$ cat src/hw/rtl/ptm_pkg.sv
// shared constants for the page table map/unmap engine
// status codes, op codes, entry flag positions and default sizes
// no dependencies
`default_nettype none

package ptm_pkg;

    localparam int DEF_TABLE_COUNT    = 64;
    localparam int DEF_IDENTITY_GIB   = 4;
    localparam int DEF_HIGH_ALIAS_GIB = 2;

    localparam int ENTRIES = 512;
    localparam int IDX_W   = 9;
    localparam int PA_W    = 52;
    localparam int VA_W    = 48;
    localparam int PFN_W   = 40;
    localparam int ENTRY_W = 64;

    localparam logic [1:0] OP_MAP   = 2'd0;
    localparam logic [1:0] OP_UNMAP = 2'd1;
    localparam logic [1:0] OP_INIT  = 2'd2;

    localparam logic [2:0] ST_OK     = 3'd0;
    localparam logic [2:0] ST_MAPPED = 3'd1;
    localparam logic [2:0] ST_NOINIT = 3'd2;
    localparam logic [2:0] ST_NOTAB  = 3'd3;
    localparam logic [2:0] ST_NOMAP  = 3'd4;

    localparam int F_P = 0;
    localparam int F_W = 1;
    localparam int F_L = 7;

endpackage

`default_nettype wire

$ cat src/hw/rtl/ptm_engine.sv
// sequencer for map, unmap and identity-map build over the table pool
// depends on ptm_pkg, drives the ptm_ram ports
`default_nettype none

module ptm_engine #(
    parameter int TABLE_COUNT    = ptm_pkg::DEF_TABLE_COUNT,
    parameter int IDENTITY_GIB   = ptm_pkg::DEF_IDENTITY_GIB,
    parameter int HIGH_ALIAS_GIB = ptm_pkg::DEF_HIGH_ALIAS_GIB,
    parameter int TW = $clog2(TABLE_COUNT),
    parameter int AW = TW + ptm_pkg::IDX_W
) (
    input  wire logic                        clk,
    input  wire logic                        rst_n,
    input  wire logic                        start,
    output logic                             busy,
    input  wire logic [1:0]                  op,
    input  wire logic [ptm_pkg::VA_W-1:0]    virt_addr,
    input  wire logic [ptm_pkg::PA_W-1:0]    frame_addr,
    input  wire logic                        writable,
    input  wire logic [ptm_pkg::PFN_W-1:0]   pool_pfn,
    output logic                             done,
    output logic [2:0]                       status,
    output logic                             flush_valid,
    output logic [35:0]                      flush_page,
    output logic [ptm_pkg::PA_W-1:0]         root_addr,
    output logic                             mem_we,
    output logic [AW-1:0]                    mem_waddr,
    output logic [ptm_pkg::ENTRY_W-1:0]      mem_wdata,
    output logic [AW-1:0]                    mem_raddr,
    input  wire logic [ptm_pkg::ENTRY_W-1:0] mem_rdata
);

    localparam int CW = $clog2(TABLE_COUNT + 1);
    localparam int GW = $clog2(IDENTITY_GIB + 1);
    localparam int IW = ptm_pkg::IDX_W;
    localparam int EW = ptm_pkg::ENTRY_W;
    localparam logic [CW-1:0] TC_C = CW'(TABLE_COUNT);
    localparam logic [CW-1:0] NEED = CW'(3 + IDENTITY_GIB);

    localparam logic [2:0] S_IDLE  = 3'd0;
    localparam logic [2:0] S_RD    = 3'd1;
    localparam logic [2:0] S_CHK   = 3'd2;
    localparam logic [2:0] S_SWEEP = 3'd3;
    localparam logic [2:0] S_INIT  = 3'd4;

    localparam logic [1:0] M_ZERO  = 2'd0;
    localparam logic [1:0] M_SPLIT = 2'd1;
    localparam logic [1:0] M_PD    = 2'd2;

    localparam logic [EW-1:0] FL_PW  = EW'(3);
    localparam logic [EW-1:0] FL_PWL = EW'(8'h83);

    logic [2:0]            state_reg, state_next;
    logic [2:0]            ret_reg, ret_next;
    logic [1:0]            mode_reg, mode_next;
    logic [1:0]            op_reg, op_next;
    logic [ptm_pkg::VA_W-1:0] va_reg, va_next;
    logic [ptm_pkg::PA_W-1:0] pa_reg, pa_next;
    logic                  wr_reg, wr_next;
    logic [1:0]            lvl_reg, lvl_next;
    logic [TW-1:0]         t_reg, t_next;
    logic [CW-1:0]         nf_reg, nf_next;
    logic [ptm_pkg::PA_W-1:0] root_reg, root_next;
    logic [IW-1:0]         cnt_reg, cnt_next;
    logic [30:0]           fill_reg, fill_next;
    logic                  fl_reg, fl_next;
    logic [CW-1:0]         b_reg, b_next;
    logic [GW-1:0]         g_reg, g_next;
    logic [3:0]            ist_reg, ist_next;

    logic                  done_reg, done_next;
    logic [2:0]            status_reg, status_next;
    logic                  fv_reg, fv_next;
    logic [35:0]           fp_reg, fp_next;
    logic [ptm_pkg::PA_W-1:0] ro_reg, ro_next;

    logic [IW-1:0]         idx;
    logic [CW-1:0]         link_tbl;
    logic [ptm_pkg::PA_W-1:0] link_val;
    logic [ptm_pkg::PFN_W-1:0] res_in, res_off;
    logic                  res_ok;
    logic                  is_map;
    logic                  fin, fin_flush;
    logic [2:0]            fin_st;
    logic [EW-1:0]         e;

    assign busy        = (state_reg != S_IDLE);
    assign done        = done_reg;
    assign status      = status_reg;
    assign flush_valid = fv_reg;
    assign flush_page  = fp_reg;
    assign root_addr   = ro_reg;
    assign e           = mem_rdata;
    assign is_map      = (op_reg == ptm_pkg::OP_MAP);

    always_comb
    begin
        case (lvl_reg)
            2'd0:    idx = va_reg[47:39];
            2'd1:    idx = va_reg[38:30];
            2'd2:    idx = va_reg[29:21];
            default: idx = va_reg[20:12];
        endcase
    end

    // shared address unit: pointer to pool index, and pool index to table address
    assign res_in   = (state_reg == S_IDLE) ? root_reg[51:12] : e[51:12];
    assign res_off  = res_in - pool_pfn;
    assign res_ok   = (res_off < ptm_pkg::PFN_W'(nf_reg));
    assign link_val = {pool_pfn + ptm_pkg::PFN_W'(link_tbl), 12'h000};

    always_comb
    begin
        state_next  = state_reg;
        ret_next    = ret_reg;
        mode_next   = mode_reg;
        op_next     = op_reg;
        va_next     = va_reg;
        pa_next     = pa_reg;
        wr_next     = wr_reg;
        lvl_next    = lvl_reg;
        t_next      = t_reg;
        nf_next     = nf_reg;
        root_next   = root_reg;
        cnt_next    = cnt_reg;
        fill_next   = fill_reg;
        fl_next     = fl_reg;
        b_next      = b_reg;
        g_next      = g_reg;
        ist_next    = ist_reg;
        done_next   = 1'b0;
        status_next = status_reg;
        fv_next     = fv_reg;
        fp_next     = fp_reg;
        ro_next     = ro_reg;
        fin         = 1'b0;
        fin_st      = ptm_pkg::ST_OK;
        fin_flush   = 1'b0;
        link_tbl    = nf_reg;
        mem_we      = 1'b0;
        mem_waddr   = {t_reg, idx};
        mem_wdata   = '0;
        mem_raddr   = {t_reg, idx};

        case (state_reg)
            S_IDLE:
            begin
                if (start)
                begin
                    op_next = op;
                    va_next = virt_addr;
                    pa_next = frame_addr;
                    wr_next = writable;
                    case (op)
                        ptm_pkg::OP_MAP, ptm_pkg::OP_UNMAP:
                        begin
                            if (root_reg == '0)
                            begin
                                fin    = 1'b1;
                                fin_st = ptm_pkg::ST_NOINIT;
                            end
                            else if (!res_ok)
                            begin
                                fin    = 1'b1;
                                fin_st = ptm_pkg::ST_NOMAP;
                            end
                            else
                            begin
                                t_next     = res_off[TW-1:0];
                                lvl_next   = 2'd0;
                                state_next = S_RD;
                            end
                        end
                        ptm_pkg::OP_INIT:
                        begin
                            if ((TC_C - nf_reg) < NEED)
                            begin
                                fin    = 1'b1;
                                fin_st = ptm_pkg::ST_NOTAB;
                            end
                            else
                            begin
                                b_next     = nf_reg;
                                g_next     = '0;
                                ist_next   = 4'd0;
                                state_next = S_INIT;
                            end
                        end
                        default:
                        begin
                            fin = 1'b1;
                        end
                    endcase
                end
            end

            S_RD:
            begin
                state_next = S_CHK;
            end

            S_CHK:
            begin
                if (lvl_reg == 2'd3)
                begin
                    fin = 1'b1;
                    if (is_map)
                    begin
                        if (e[ptm_pkg::F_P])
                        begin
                            fin_st = ptm_pkg::ST_MAPPED;
                        end
                        else
                        begin
                            mem_we    = 1'b1;
                            mem_wdata = {12'h000, pa_reg[51:12], 12'h000}
                                        | EW'(1) | (EW'(wr_reg) << ptm_pkg::F_W);
                            fin_flush = 1'b1;
                        end
                    end
                    else
                    begin
                        if (!e[ptm_pkg::F_P])
                        begin
                            fin_st = ptm_pkg::ST_NOMAP;
                        end
                        else
                        begin
                            mem_we    = 1'b1;
                            mem_wdata = '0;
                            fin_flush = 1'b1;
                        end
                    end
                end
                else if (e[ptm_pkg::F_P] && (lvl_reg == 2'd2) && e[ptm_pkg::F_L])
                begin
                    // 2 MiB page: replace by a table of 4 KiB pages
                    if (nf_reg >= TC_C)
                    begin
                        fin    = 1'b1;
                        fin_st = ptm_pkg::ST_NOTAB;
                    end
                    else
                    begin
                        mem_we     = 1'b1;
                        mem_wdata  = {12'h000, link_val} | EW'(1)
                                     | (EW'(e[ptm_pkg::F_W]) << ptm_pkg::F_W);
                        fill_next  = e[51:21];
                        fl_next    = e[ptm_pkg::F_W];
                        t_next     = nf_reg[TW-1:0];
                        nf_next    = nf_reg + CW'(1);
                        lvl_next   = 2'd3;
                        cnt_next   = '0;
                        mode_next  = M_SPLIT;
                        ret_next   = S_RD;
                        state_next = S_SWEEP;
                    end
                end
                else if (e[ptm_pkg::F_P])
                begin
                    if (res_ok)
                    begin
                        t_next     = res_off[TW-1:0];
                        lvl_next   = lvl_reg + 2'd1;
                        state_next = S_RD;
                    end
                    else
                    begin
                        fin    = 1'b1;
                        fin_st = ptm_pkg::ST_NOMAP;
                    end
                end
                else if (!is_map)
                begin
                    fin    = 1'b1;
                    fin_st = ptm_pkg::ST_NOMAP;
                end
                else if (nf_reg >= TC_C)
                begin
                    fin    = 1'b1;
                    fin_st = ptm_pkg::ST_NOTAB;
                end
                else
                begin
                    // link a fresh table, then clear it
                    mem_we     = 1'b1;
                    mem_wdata  = {12'h000, link_val} | FL_PW;
                    t_next     = nf_reg[TW-1:0];
                    nf_next    = nf_reg + CW'(1);
                    lvl_next   = lvl_reg + 2'd1;
                    cnt_next   = '0;
                    mode_next  = M_ZERO;
                    ret_next   = S_RD;
                    state_next = S_SWEEP;
                end
            end

            S_SWEEP:
            begin
                mem_we    = 1'b1;
                mem_waddr = {t_reg, cnt_reg};
                case (mode_reg)
                    M_SPLIT:
                    begin
                        mem_wdata = {12'h000, fill_reg, cnt_reg, 12'h000} | EW'(1)
                                    | (EW'(fl_reg) << ptm_pkg::F_W);
                    end
                    M_PD:
                    begin
                        mem_wdata = (EW'(g_reg) << 30) | (EW'(cnt_reg) << 21) | FL_PWL;
                    end
                    default:
                    begin
                        mem_wdata = '0;
                    end
                endcase
                cnt_next = cnt_reg + IW'(1);
                if (cnt_reg == IW'(ptm_pkg::ENTRIES - 1))
                begin
                    state_next = ret_reg;
                end
            end

            S_INIT:
            begin
                case (ist_reg)
                    4'd0, 4'd1, 4'd2:
                    begin
                        link_tbl   = b_reg + CW'(ist_reg);
                        t_next     = link_tbl[TW-1:0];
                        cnt_next   = '0;
                        mode_next  = M_ZERO;
                        ret_next   = S_INIT;
                        ist_next   = ist_reg + 4'd1;
                        state_next = S_SWEEP;
                    end
                    4'd3:
                    begin
                        link_tbl  = b_reg + CW'(1);
                        mem_we    = 1'b1;
                        mem_waddr = {b_reg[TW-1:0], IW'(0)};
                        mem_wdata = {12'h000, link_val} | FL_PW;
                        ist_next  = 4'd4;
                    end
                    4'd4:
                    begin
                        link_tbl  = b_reg + CW'(2);
                        mem_we    = 1'b1;
                        mem_waddr = {b_reg[TW-1:0], IW'(511)};
                        mem_wdata = {12'h000, link_val} | FL_PW;
                        ist_next  = 4'd5;
                    end
                    4'd5:
                    begin
                        link_tbl  = b_reg + CW'(3) + CW'(g_reg);
                        t_next    = b_reg[TW-1:0] + TW'(1);
                        mem_we    = 1'b1;
                        mem_waddr = {t_next, IW'(g_reg)};
                        mem_wdata = {12'h000, link_val} | FL_PW;
                        ist_next  = 4'd6;
                    end
                    4'd6:
                    begin
                        link_tbl  = b_reg + CW'(3) + CW'(g_reg);
                        t_next    = b_reg[TW-1:0] + TW'(2);
                        mem_we    = (32'(g_reg) < HIGH_ALIAS_GIB);
                        mem_waddr = {t_next, IW'(510) + IW'(g_reg)};
                        mem_wdata = {12'h000, link_val} | FL_PW;
                        ist_next  = 4'd7;
                    end
                    4'd7:
                    begin
                        link_tbl   = b_reg + CW'(3) + CW'(g_reg);
                        t_next     = link_tbl[TW-1:0];
                        cnt_next   = '0;
                        mode_next  = M_PD;
                        ret_next   = S_INIT;
                        ist_next   = 4'd8;
                        state_next = S_SWEEP;
                    end
                    default:
                    begin
                        link_tbl = b_reg;
                        if (g_reg == GW'(IDENTITY_GIB - 1))
                        begin
                            nf_next   = b_reg + NEED;
                            root_next = link_val;
                            fin       = 1'b1;
                        end
                        else
                        begin
                            g_next   = g_reg + GW'(1);
                            ist_next = 4'd5;
                        end
                    end
                endcase
            end

            default:
            begin
                state_next = S_IDLE;
            end
        endcase

        if (fin)
        begin
            state_next  = S_IDLE;
            done_next   = 1'b1;
            status_next = fin_st;
            fv_next     = fin_flush;
            fp_next     = fin_flush ? va_next[47:12] : 36'h0;
            ro_next     = root_next;
        end
    end

    always_ff @(posedge clk or negedge rst_n)
    begin
        if (!rst_n)
        begin
            state_reg <= S_IDLE;
            nf_reg    <= '0;
            root_reg  <= '0;
            done_reg  <= 1'b0;
        end
        else
        begin
            state_reg <= state_next;
            nf_reg    <= nf_next;
            root_reg  <= root_next;
            done_reg  <= done_next;
        end
    end

    always_ff @(posedge clk)
    begin
        ret_reg    <= ret_next;
        mode_reg   <= mode_next;
        op_reg     <= op_next;
        va_reg     <= va_next;
        pa_reg     <= pa_next;
        wr_reg     <= wr_next;
        lvl_reg    <= lvl_next;
        t_reg      <= t_next;
        cnt_reg    <= cnt_next;
        fill_reg   <= fill_next;
        fl_reg     <= fl_next;
        b_reg      <= b_next;
        g_reg      <= g_next;
        ist_reg    <= ist_next;
        status_reg <= status_next;
        fv_reg     <= fv_next;
        fp_reg     <= fp_next;
        ro_reg     <= ro_next;
    end

endmodule

`default_nettype wire

$ cat config.mk
export PLATFORM = sky130hd
export DESIGN_NAME = ptm_engine
export DESIGN_NICKNAME = d
export VERILOG_FILES = /design/src/hw/rtl/ptm_pkg.sv /design/src/hw/rtl/ptm_engine.sv
export SDC_FILE = /design/constraint.sdc
export NUM_CORES = 1
export LEC_CHECK = 0
export BUFFER_PORTS_ARGS = -buffer_cell sky130_fd_sc_hd__buf_2
export CAP_MARGIN = 5
export CORE_MARGIN = 1
export CORE_UTILIZATION = 39
export CTS_CLUSTER_SIZE = 10
export DETAILED_ROUTE_END_ITERATION = 10
export PLACE_DENSITY = 0.71
export SLEW_MARGIN = 30
export SYNTH_ARGS = -nofsm -noshare
export SYNTH_HDL_FRONTEND = slang
export SYNTH_SLANG_ARGS = --single-unit
$ cat constraint.sdc
create_clock -name clk -period 9.3 [get_ports clk]
set_clock_uncertainty 0.2 [all_clocks]
set_input_delay 0.465 -clock clk [delete_from_list [all_inputs] [get_ports clk]]
set_output_delay 0.465 -clock clk [all_outputs]
set_load 0.01 [all_outputs]
# After elaboration in Yosys (flattened, before gate mapping)
# Index checks and enable logic that the tools add are counted.
[totals]
reg_bits = 326
output_inout_bits = 189
wordCells = 274
[op_classes]
add_sub_neg = 17
n_lt_le_gt_ge = 4
n_eq_ne = 49
n_mux = 141
n_bitwise = 7
reduce_logical = 33
[op_table]
columns = ["operator", "count"]
rows = [
  ["$mux W52", 9],
  ["$mux W64", 3],
  ["$pmux W64 S3", 1],
  ["$or A52 B2 Y52", 3],
  ["$pmux W52 S2", 1],
  ["$mux W3", 32],
  ["$mux W48", 2],
  ["$pmux W15 S4", 1],
  ["$mux W7", 8],
  ["$mux W6", 9],
  ["$mux W9", 6],
  ["$pmux W9 S3", 2],
  ["$logic_not A52 Y1", 1],
  ["$add A40 B7 Y40", 1],
  ["$lt A40 B7 Y1", 1],
  ["$mux W40", 1],
  ["$sub A40 B40 Y40", 1],
  ["$mux W2", 19],
  ["$or A33 B30 Y33", 1],
  ["$pmux W15 S2", 1],
  ["$pmux W3 S2", 5],
  ["$pmux W7 S4", 1],
  ["$ne A3 B3 Y1 const B", 9],
  ["$pmux W4 S6", 1],
  ["other kinds (59)", 132],
]

# Logic depth before layout (Yosys ltp)
# Gate-level depths: netlist (run 1).
[depth]
word_depth = 11
mapped_depth = 24
mapped_depth_nobuf = 21

# Least setup slack after synthesis (run 1)
# Ideal clock, no wire load.
[synth_path]
path_type = "reg2reg"
from = "register state_reg[2]"
to = "register fp_reg[0], in the netlist flush_page[0] (enable)"
arrival_time_ps = 7251
required_ps = 7996
slack_ps = 745
path_stages_with_launch = 23
path_buffers = 3
synth_period_minus_slack_ps = 8555
cell_sequence = "dfrtp_1 -> clkbuf_1 -> nor3_1 -> clkbuf_1 -> mux2i_1 -> ha_1 -> inv_1 -> fa_1 -> a21o_1 -> a221oi_1 -> xnor2_1 -> ha_1 -> o21bai_1 -> or4_1 -> nor4_1 -> o2111ai_1 -> nor4_1 -> nand4_1 -> nor4_1 -> nand4_1 -> buf_6 -> o21ai_0 -> nand3b_1"
[synth_via]
elab_chain_len = 9
elab_cells_between_ends = 14
[synth_lines]
columns = ["element", "line_no", "source"]
rows = [
  ["start, declared", "ptm_engine.sv:53", "logic [2:0] state_reg, state_next;"],
  ["start signal, assigned", "ptm_engine.sv:427", "state_reg <= state_next;"],
  ["$logic_not A3 Y1", "ptm_engine.sv:107, ptm_engine.sv:145", ""],
  ["$mux W40", "ptm_engine.sv:107", "assign res_in = (state_reg == S_IDLE) ? root_reg[51:12] : e[51:12];"],
  ["$sub A40 B40 Y40", "ptm_engine.sv:108", "assign res_off = res_in - pool_pfn;"],
  ["$lt A40 B7 Y1", "ptm_engine.sv:109", "assign res_ok = (res_off < ptm_pkg::PFN_W'(nf_reg));"],
  ["$mux W1", "ptm_engine.sv:162, ptm_engine.sv:261", ""],
  ["$mux W1, on equally long branches", "ptm_engine.sv:157, ptm_engine.sv:259", ""],
  ["$pmux W1 S2 / $mux W1 (equally long branches)", "ptm_engine.sv:154, ptm_engine.sv:235", ""],
  ["$mux W1, on equally long branches", "ptm_engine.sv:148, ptm_engine.sv:204", ""],
  ["$pmux W1 S3 (*)", "ptm_engine.sv:145", "case (state_reg)"],
  ["end signal, assigned", "ptm_engine.sv:452", "fp_reg <= fp_next;"],
  ["end, declared", "ptm_engine.sv:74", "logic [35:0] fp_reg, fp_next;"],
]
# Every way passes the cells marked *; elsewhere a longest branch is shown, timed or not.
# A chain may end at the register's enable or synchronous reset.

# Worst setup path after layout (run 1)
[layout_path]
from = "register state_reg[2]"
to = "register ro_reg, in the netlist root_addr[31] (enable)"
[layout_via]
elab_chain_len = 9
elab_cells_between_ends = 14
[layout_lines]
columns = ["element", "line_no", "source"]
rows = [
  ["$logic_not A3 Y1", "ptm_engine.sv:107, ptm_engine.sv:145", ""],
  ["$mux W40", "ptm_engine.sv:107", ""],
  ["$sub A40 B40 Y40", "ptm_engine.sv:108", ""],
  ["$lt A40 B7 Y1", "ptm_engine.sv:109", ""],
  ["$mux W1", "ptm_engine.sv:162, ptm_engine.sv:261", ""],
  ["$mux W1, on equally long branches", "ptm_engine.sv:157, ptm_engine.sv:259", ""],
  ["$pmux W1 S2 / $mux W1 (equally long branches)", "ptm_engine.sv:154, ptm_engine.sv:235", ""],
  ["$mux W1, on equally long branches", "ptm_engine.sv:148, ptm_engine.sv:204", ""],
  ["$pmux W1 S3 (*)", "ptm_engine.sv:145", ""],
  ["end signal, assigned", "ptm_engine.sv:453", "ro_reg <= ro_next;"],
  ["end, declared", "ptm_engine.sv:75", "logic [ptm_pkg::PA_W-1:0] ro_reg, ro_next;"],
]
# Marks and branches as above.

==> results of run 1 <==
-- cells in the final DEF (no fill, tap or decap), types with 13 or more instances in the layout --
| master | instances |
|---|---|
| nor4_1 | 24 |
| a21oi_1 | 128 |
| o21ai_0 | 147 |
| xnor2_1 | 53 |
| and3_1 | 18 |
| buf_2 | 332 |
| ha_1 | 88 |
| dfxtp_1 | 36 |
| inv_1 | 97 |
| edfxtp_1 | 203 |
| nand2_1 | 390 |
| dlygate4sd3_1 | 112 |
| buf_4 | 19 |
| clkbuf_1 | 18 |
| nor2_1 | 103 |
| dfrtp_1 | 63 |
| nor3_1 | 36 |
| nand3_1 | 44 |
| o221ai_1 | 27 |
| a22oi_1 | 47 |
| conb_1 | 21 |
| nand4_1 | 27 |
| a21o_1 | 13 |
| o21a_1 | 22 |
| mux2i_1 | 27 |
| clkbuf_16 | 39 |
| and2_1 | 34 |
| xor2_1 | 15 |
-- logic make-up after synthesis --
| group | Yosys count | synth area share (%) |
|---|---|---|
| flops | 302 | 46.7 |
| fa+ha+maj | 92 | 6.58 |
| compound gates | 505 | 17.9 |
| simple gates | 729 | 18.1 |
| mux | 38 | 2.19 |
| other cells | 1 | 0.0209 |
| xor+xnor | 68 | 3.32 |
| buf+inv | 215 | 5.13 |
-- per-stage QoR --
step                      setup slack [ns]  std cells
after detailed placement              2.12       2805
after global routing                  1.45       2989
after global placement                2.24       2805
after CTS                             2.08       2983
final                                 1.88       2989
after floorplan                      0.745       1970
-- cells in the mapped netlist, drive strengths merged, types with 10 or more instances --
cell type / n / area, um^2
dfxtp: 36 / 721
and2: 34 / 213
a221oi: 10 / 87.6
edfxtp: 203 / 6100
o21ai: 152 / 761
nor2: 105 / 394
nand4: 27 / 169
dfrtp: 63 / 1580
a222oi: 12 / 120
o21a: 22 / 165
nor3: 39 / 195
ha: 88 / 1100
inv: 97 / 364
nand2: 391 / 1470
mux2: 11 / 124
a21oi: 131 / 663
o221ai: 27 / 236
xnor2: 53 / 464
a21o: 13 / 97.6
o211ai: 13 / 103
clkbuf: 74 / 279
a22oi: 47 / 353
xor2: 15 / 131
buf: 43 / 274
nand3: 45 / 225
nor4: 26 / 175
mux2i: 27 / 270
and3: 20 / 131
a211oi: 11 / 82.6
-- worst max-delay path, cell delays in order (launching register included) --
cell and delay (ns):
dfrtp_1 0.54, nor3_2 0.24, buf_4 0.49, inv_1 0.49
nand2_1 0.20, nand2_1 0.12, fa_1 0.44, a21o_1 0.23
a221oi_1 0.73, xnor2_1 0.14, ha_1 0.24, o21bai_1 0.15
or4_1 0.52, nor4_1 0.27, o2111ai_1 0.15, nor4_1 0.28
nand4_1 0.16, nor4_1 0.30, nand4_1 0.13, buf_4 0.23
o21ai_0 0.18, nand3b_1 0.14, buf_4 0.37
-- per-layer routing --
layer	GRT usage [%]	wire length [um]	vias up
li1	-	-	7848
met1	38.5	29300	8424
met2	43.8	30400	1022
met3	5.45	5920	177
met4	12.6	2910	4
met5	0	27	-
-- layout make-up --
cell class | count | area (um^2)
clock inverter | 7 | 67.6
fill | 4132 | 23000
clock buffer | 59 | 1070
antenna | 6 | 15.0
inverter | 98 | 368
tap | 600 | 751
sequential | 302 | 8390
timing repair buffer | 464 | 2940
multi-input combinational | 1453 | 8760
-- worst paths after layout --
path	start	end	slack, ns	cells after the start
max in group asynchronous	rst_n	root_reg[17]$_DFF_PN0_	8.03	3
hold reg to reg	va_reg[13]$_DFF_P_	va_reg[13]$_DFF_P_	0.27	2
setup reg to reg	state_reg[2]$_DFFE_PN0P_	root_addr[31]$_DFFE_PP_	1.88	22
min in group asynchronous	rst_n	done$_DFF_PN0_	0.34	3
setup / recovery	state_reg[2]$_DFFE_PN0P_	root_addr[31]$_DFFE_PP_	1.88	22
hold / removal	pool_pfn[29]	root_reg[41]$_DFF_PN0_	0.12	3
-- what timing repair did --
action                     4_1_cts  5_1_grt
setup endpoints to repair        0        0
hold endpoints to repair       173        0
hold buffers                   112        0
resized for setup                0        0
-- power breakdown --
| part | switching [mW] | internal [mW] |
|---|---|---|
| logic | 2.61 | 1.37 |
| clock network | 0.570 | 0.818 |
| registers | 0.328 | 2.03 |
==> impl_metrics.yaml, run 1 <==
status:
  status: "finished, final reports clean"
worst_setup_path:
  path_max_fanout: 57
  cp-end-kind: "register"
  required_ns: 9.27
  arrival_ns: 7.39
  critical_path_class: "register to register"
  cp-start-kind: "register"
routing:
  drt.antenna.violating_nets: 0
  drc: 0
  wire_per_inst_um: 22.9
  num_vias: 17475
  drt_iter0_drc: 2163
  wl_um: 68500
  vias_per_cell: 5.85
  drtPass1Iterations: 8
min_path:
  hold_class: "input pin to register"
grt:
  overflow: 0
  gr-usage-all-layers_pct: 28.3
  grt_max_degree: 89
  grt_pass1_vias: 16612
  antenna_found_initial: 9
  grt_pass1_wl_um: 101000
layout:
  fin_nets: 2659
  design_area_mm2: 0.0224
  drive_above_1_share_pct: 18.3
  syn_to_final_growth_pct: 24.5
  postLayoutCoreUtil_pct: 49.3
clocking:
  clkLatencyLatePin_ns: 0.55
  cts_max_level: 2
  post_cts_buffers: 0
  clk_pin_slew_ns: 0.06
  cts_tree: "yes"
  clock_sinks: 302
  clock_path_buffers: 3
  cts_buffers: 38
  root_buffer: "clkbuf_16"
sta:
  setup_violations: 0
  max_freq_ghz: 0.135
  grt_setup_unrepaired: "false"
  fin_tns_setup_ns: 0
  hold_viol: 0
  timing.hold.ws_ns: 0.120
  tightestPinTransition_ns: 1.03
  max-slew-margin-rel_pct: 30.9
  finalCritPeriodShare_pct: 79.8
  finalCriticalPeriod_ns: 7.42
  drv_slew: 0
floorplan:
  die_w_um: 217
  ios: 399
  start_util_pct: 39.6
  dieArea_mm2: 0.0469
  rows: 78
  core-area_mm2: 0.0454
  die_y_um: 217
yosys:
  synth_cell_types: 75
  ys_seq_area_share_pct: 46.7
  syn-mean-instance-area_um2: 9.21
  ys.flop_type: "edfxtp_1"
  syn_inst: 1950
  synth-async-reset-ratio_pct: 20.9
  ys_ff_latch: 302
  synth_edf_count: 203
  yosys_warnings: 0
  synth_area_mm2: 0.0180
job:
  maxCapViolCount: 0
placed_design:
  io_buffer_count: 332
  dpl_cell_area_mm2: 0.0201
  place.gp.congestion: 0.997
  place.detailed.hpwl_um: 51100
power_and_ir_drop:
  p_total_mw: 7.72
  power-per-cell-area_mw_per_mm2: 345
  ir_drop_uv: 196
  leakagePower_nw: 9.60
(Power assumes the default switching activity.)
==> run 2: changes to the inputs <==
--- a/config.mk
+++ b/config.mk
@@ -5,13 +5,14 @@
 export SDC_FILE = /design/constraint.sdc
 export NUM_CORES = 1
 export LEC_CHECK = 0
+export ABC_AREA = 1
 export BUFFER_PORTS_ARGS = -buffer_cell sky130_fd_sc_hd__buf_2
 export CAP_MARGIN = 5
 export CORE_MARGIN = 1
 export CORE_UTILIZATION = 39
 export CTS_CLUSTER_SIZE = 10
 export DETAILED_ROUTE_END_ITERATION = 10
-export PLACE_DENSITY = 0.71
+export PLACE_DENSITY = 0.7
 export SLEW_MARGIN = 30
 export SYNTH_ARGS = -nofsm -noshare
 export SYNTH_HDL_FRONTEND = slang
==> constraint.sdc (replaced) <==
create_clock -name clk -period 7 [get_ports clk]
set_clock_uncertainty 0.2 [all_clocks]
set_input_delay 0.35 -clock clk [delete_from_list [all_inputs] [get_ports clk]]
set_output_delay 0.35 -clock clk [all_outputs]
set_load 0.01 [all_outputs]
==> impl_metrics.yaml, run 2 <==
yosys:
  synth_edf_count: 203
  synth-async-reset-ratio_pct: 20.9
  yosysTopAreaCellShare_pct: 30.5
  syn_inst: 2654
  yosys-top-cells-count: "688 x nand2_1, 464 x inv_1, 216 x nor2_1"
  syn-mean-instance-area_um2: 7.53
  ys_seq_area_share_pct: 42.0
  yosysTopAreaCell: "edfxtp_1"
  ys_ff_latch: 302
  yosys-top-cells-area: "edfxtp_1 30%, nand2_1 13%, inv_1 8.7%, dfrtp_1 7.9%, ha_1 5.5%"
  synth_cell_types: 58
  synth_most_common_cell: "nand2_1"
  ys.flop_type: "edfxtp_1"
  yosys_warnings: 0
  synth_area_mm2: 0.0200
layout:
  fill_cells: 4872
  design_area_mm2: 0.0247
  final_common_cell: "nand2_1"
  layout_common_cells: "687 x nand2_1, 464 x inv_1, 332 x buf_2"
  syn_to_final_growth_pct: 23.5
  fin_nets: 3390
  drive_above_1_share_pct: 15.0
worst_setup_path:
  worst-r2r-setup-slack_ns: 0.92
  path_max_fanout: 8
  cp-end-kind: "primary output"
  endpoint: "mem_wdata[30]"
  worst_r2r_path_depth: 26
  critical_path_class: "register to primary output"
  r2r-end: "root_addr[8]$_DFFE_PP_"
  crit_path_frequent_cell: "inv_1"
  cp-start-kind: "register"
  slowest_stage: "a2111oi_0"
  arrival_ns: 6.02
  r2r_start: "state_reg[0]$_DFFE_PN0P_"
  crit_path_start: "ist_reg[1]$_SDFFCE_PN0P_"
  required_ns: 6.45
  critPathMaxStageDelay_ns: 0.64
clocking:
  clock_sinks: 302
  clkLatencyLatePin_ns: 0.54
  root_buffer: "clkbuf_16"
  cts_max_level: 2
  clk_pin_slew_ns: 0.06
  clock_path_buffers: 3
  cts_tree: "yes"
  cts_buffers: 38
  post_cts_buffers: 0
power_and_ir_drop:
  leakagePower_nw: 11.9
  pwr-share-seq_pct: 26.4
  p_clk_share_pct: 18.6
  power_frac_comb_pct: 54.9
  p_int_mw: 5.34
  ir_drop_uv: 202
  p_total_mw: 10.3
  power-per-cell-area_mw_per_mm2: 415
  p_sw_mw: 4.91
  switching_share_pct: 47.9
routing:
  wl_met1_um: 33100
  wire_per_inst_um: 19.8
  drtPass1Iterations: 6
  drc: 0
  met2_length_um: 33100
  num_vias: 20097
  drt_iter0_drc: 2008
  wl_um: 75000
  wl_met3_um: 6270
  vias_per_cell: 5.29
  maxUsedRoutingLayer: "met5"
  drt.antenna.violating_nets: 0
sta:
  drv_slew: 0
  grt_setup_unrepaired: "false"
  hold_viol: 0
  finalCritPeriodShare_pct: 93.8
  finalCriticalPeriod_ns: 6.57
  max_freq_ghz: 0.152
  max-slew-margin-rel_pct: 35.9
  tightestPinTransition_ns: 0.949
  setup_violations: 0
  fin_tns_setup_ns: 0
placed_design:
  io_buffer_count: 332
  dpl_cell_area_mm2: 0.0223
  place.gp.congestion: 1.03
  place.detailed.hpwl_um: 58000
min_path:
  hold_class: "input pin to register"
  worstHoldStart: "pool_pfn[39]"
floorplan:
  die_w_um: 228
  die_y_um: 228
  rows: 82
  start_util_pct: 39.7
  core-area_mm2: 0.0504
  dieArea_mm2: 0.0522
  ios: 399
grt:
  antenna_found_initial: 12
  grt_pass1_wl_um: 112000
  grt_pass1_vias: 18604
  overflow: 0
  grt_max_degree: 74
  gr-usage-all-layers_pct: 28.0
job:
  maxCapViolCount: 0
status:
  status: "finished, final reports clean"
-- run 2: changes by cell type after synthesis, sizes merged, moves of 40 or more --
cell	change
inv	+371
nand2	+310
nor2	+123
nand3	+96
xnor2	-43
a22oi	-40
-- run 2: how the worst min path moves through the flow --
stage	to	slack (ns)	depth (start not counted)
4_1_cts	root_reg[51]$_DFF_PN0_	0.01	3
2_1_floorplan	done$_DFF_PN0_	-0.15	0
6_report	root_reg[51]$_DFF_PN0_	0.04	3
5_1_grt	root_reg[51]$_DFF_PN0_	0.05	3
3_5_place_dp	root_reg[43]$_DFF_PN0_	-0.06	1
3_3_place_gp	root_reg[43]$_DFF_PN0_	-0.06	1
-- run 2: area by class of cell --
class                           instances  area [um^2]  share of cell area (%)
Multi-Input combinational cell       1808         9510                    38.5
Sequential cell                       302         8390                    34.0
Timing Repair Buffer                  462         2940                    11.9
Inverter                              476         1790                    7.25
Clock buffer                           61         1070                    4.33
Tap cell                              672          841                    3.41
Clock inverter                          9          121                   0.492
Antenna cell                            8         20.0                  0.0811
-- run 2: stage by stage --
step / util, % / setup WS, ns / instances / hold WS [ns]
final: 49.0 / 0.431 / 3798 / 0.0379
after global routing: 49.0 / 0.0657 / 3797 / 0.0475
after CTS: 48.9 / 0.143 / 3790 / 0.0125
after detailed placement: 44.3 / 0.712 / 3607 / -0.0578
after global placement: 44.3 / 0.755 / 3607 / -0.0573
after floorplan: - / 1.23 / 2674 / -0.146
-- run 2: repair_timing --
item / in CTS / in global routing
endpoints found under the setup margin: 0 / 21
hold buffers: 113 / 0
hold endpoints to repair: 203 / 0
resized for setup: 0 / 5
-- run 2: cell families (layout without fill, tap and decap cells) --
family | Yosys count | after routing | share of synthesized area (%)
simple gates | 1189 | 1189 | 25.1
buf+inv | 564 | 1008 | 11.1
compound gates | 456 | 456 | 13.8
flops | 302 | 302 | 42.0
fa+ha+maj | 92 | 92 | 5.91
xor+xnor | 50 | 50 | 2.19
other cells | 1 | 29 | 0.0188
-- run 2: power by group through the flow --
stage / Sequential [mW] / Combinational [mW] / Clock (mW)
after floorplan: 2.73 / 3.66 / 0
after global placement: 2.73 / 5.41 / 0
after detailed placement: 2.73 / 5.44 / 0
after CTS: 2.71 / 5.51 / 1.92
after global routing: 2.75 / 6.24 / 1.99
final: 2.71 / 5.63 / 1.91
-- run 2: critical path: cells and delay by family, from the launching register on --
kind | cells | cell delay, ns
AO/OA/AOI/OAI | 5 | 1.32
XOR/XNOR | 1 | 0.20
adder cells (fa/ha/maj) | 2 | 0.54
buffers and inverters | 6 | 0.84
flip-flops | 1 | 0.49
AND/OR/NAND/NOR | 14 | 2.13
-- run 2: metal layers --
| metal | GRT usage, % | vias up |
|---|---|---|
| met5 | 0 | - |
| met4 | 9.75 | 8 |
| met3 | 4.43 | 142 |
| met2 | 42.9 | 948 |
| met1 | 40.0 | 9422 |
| li1 | - | 9577 |
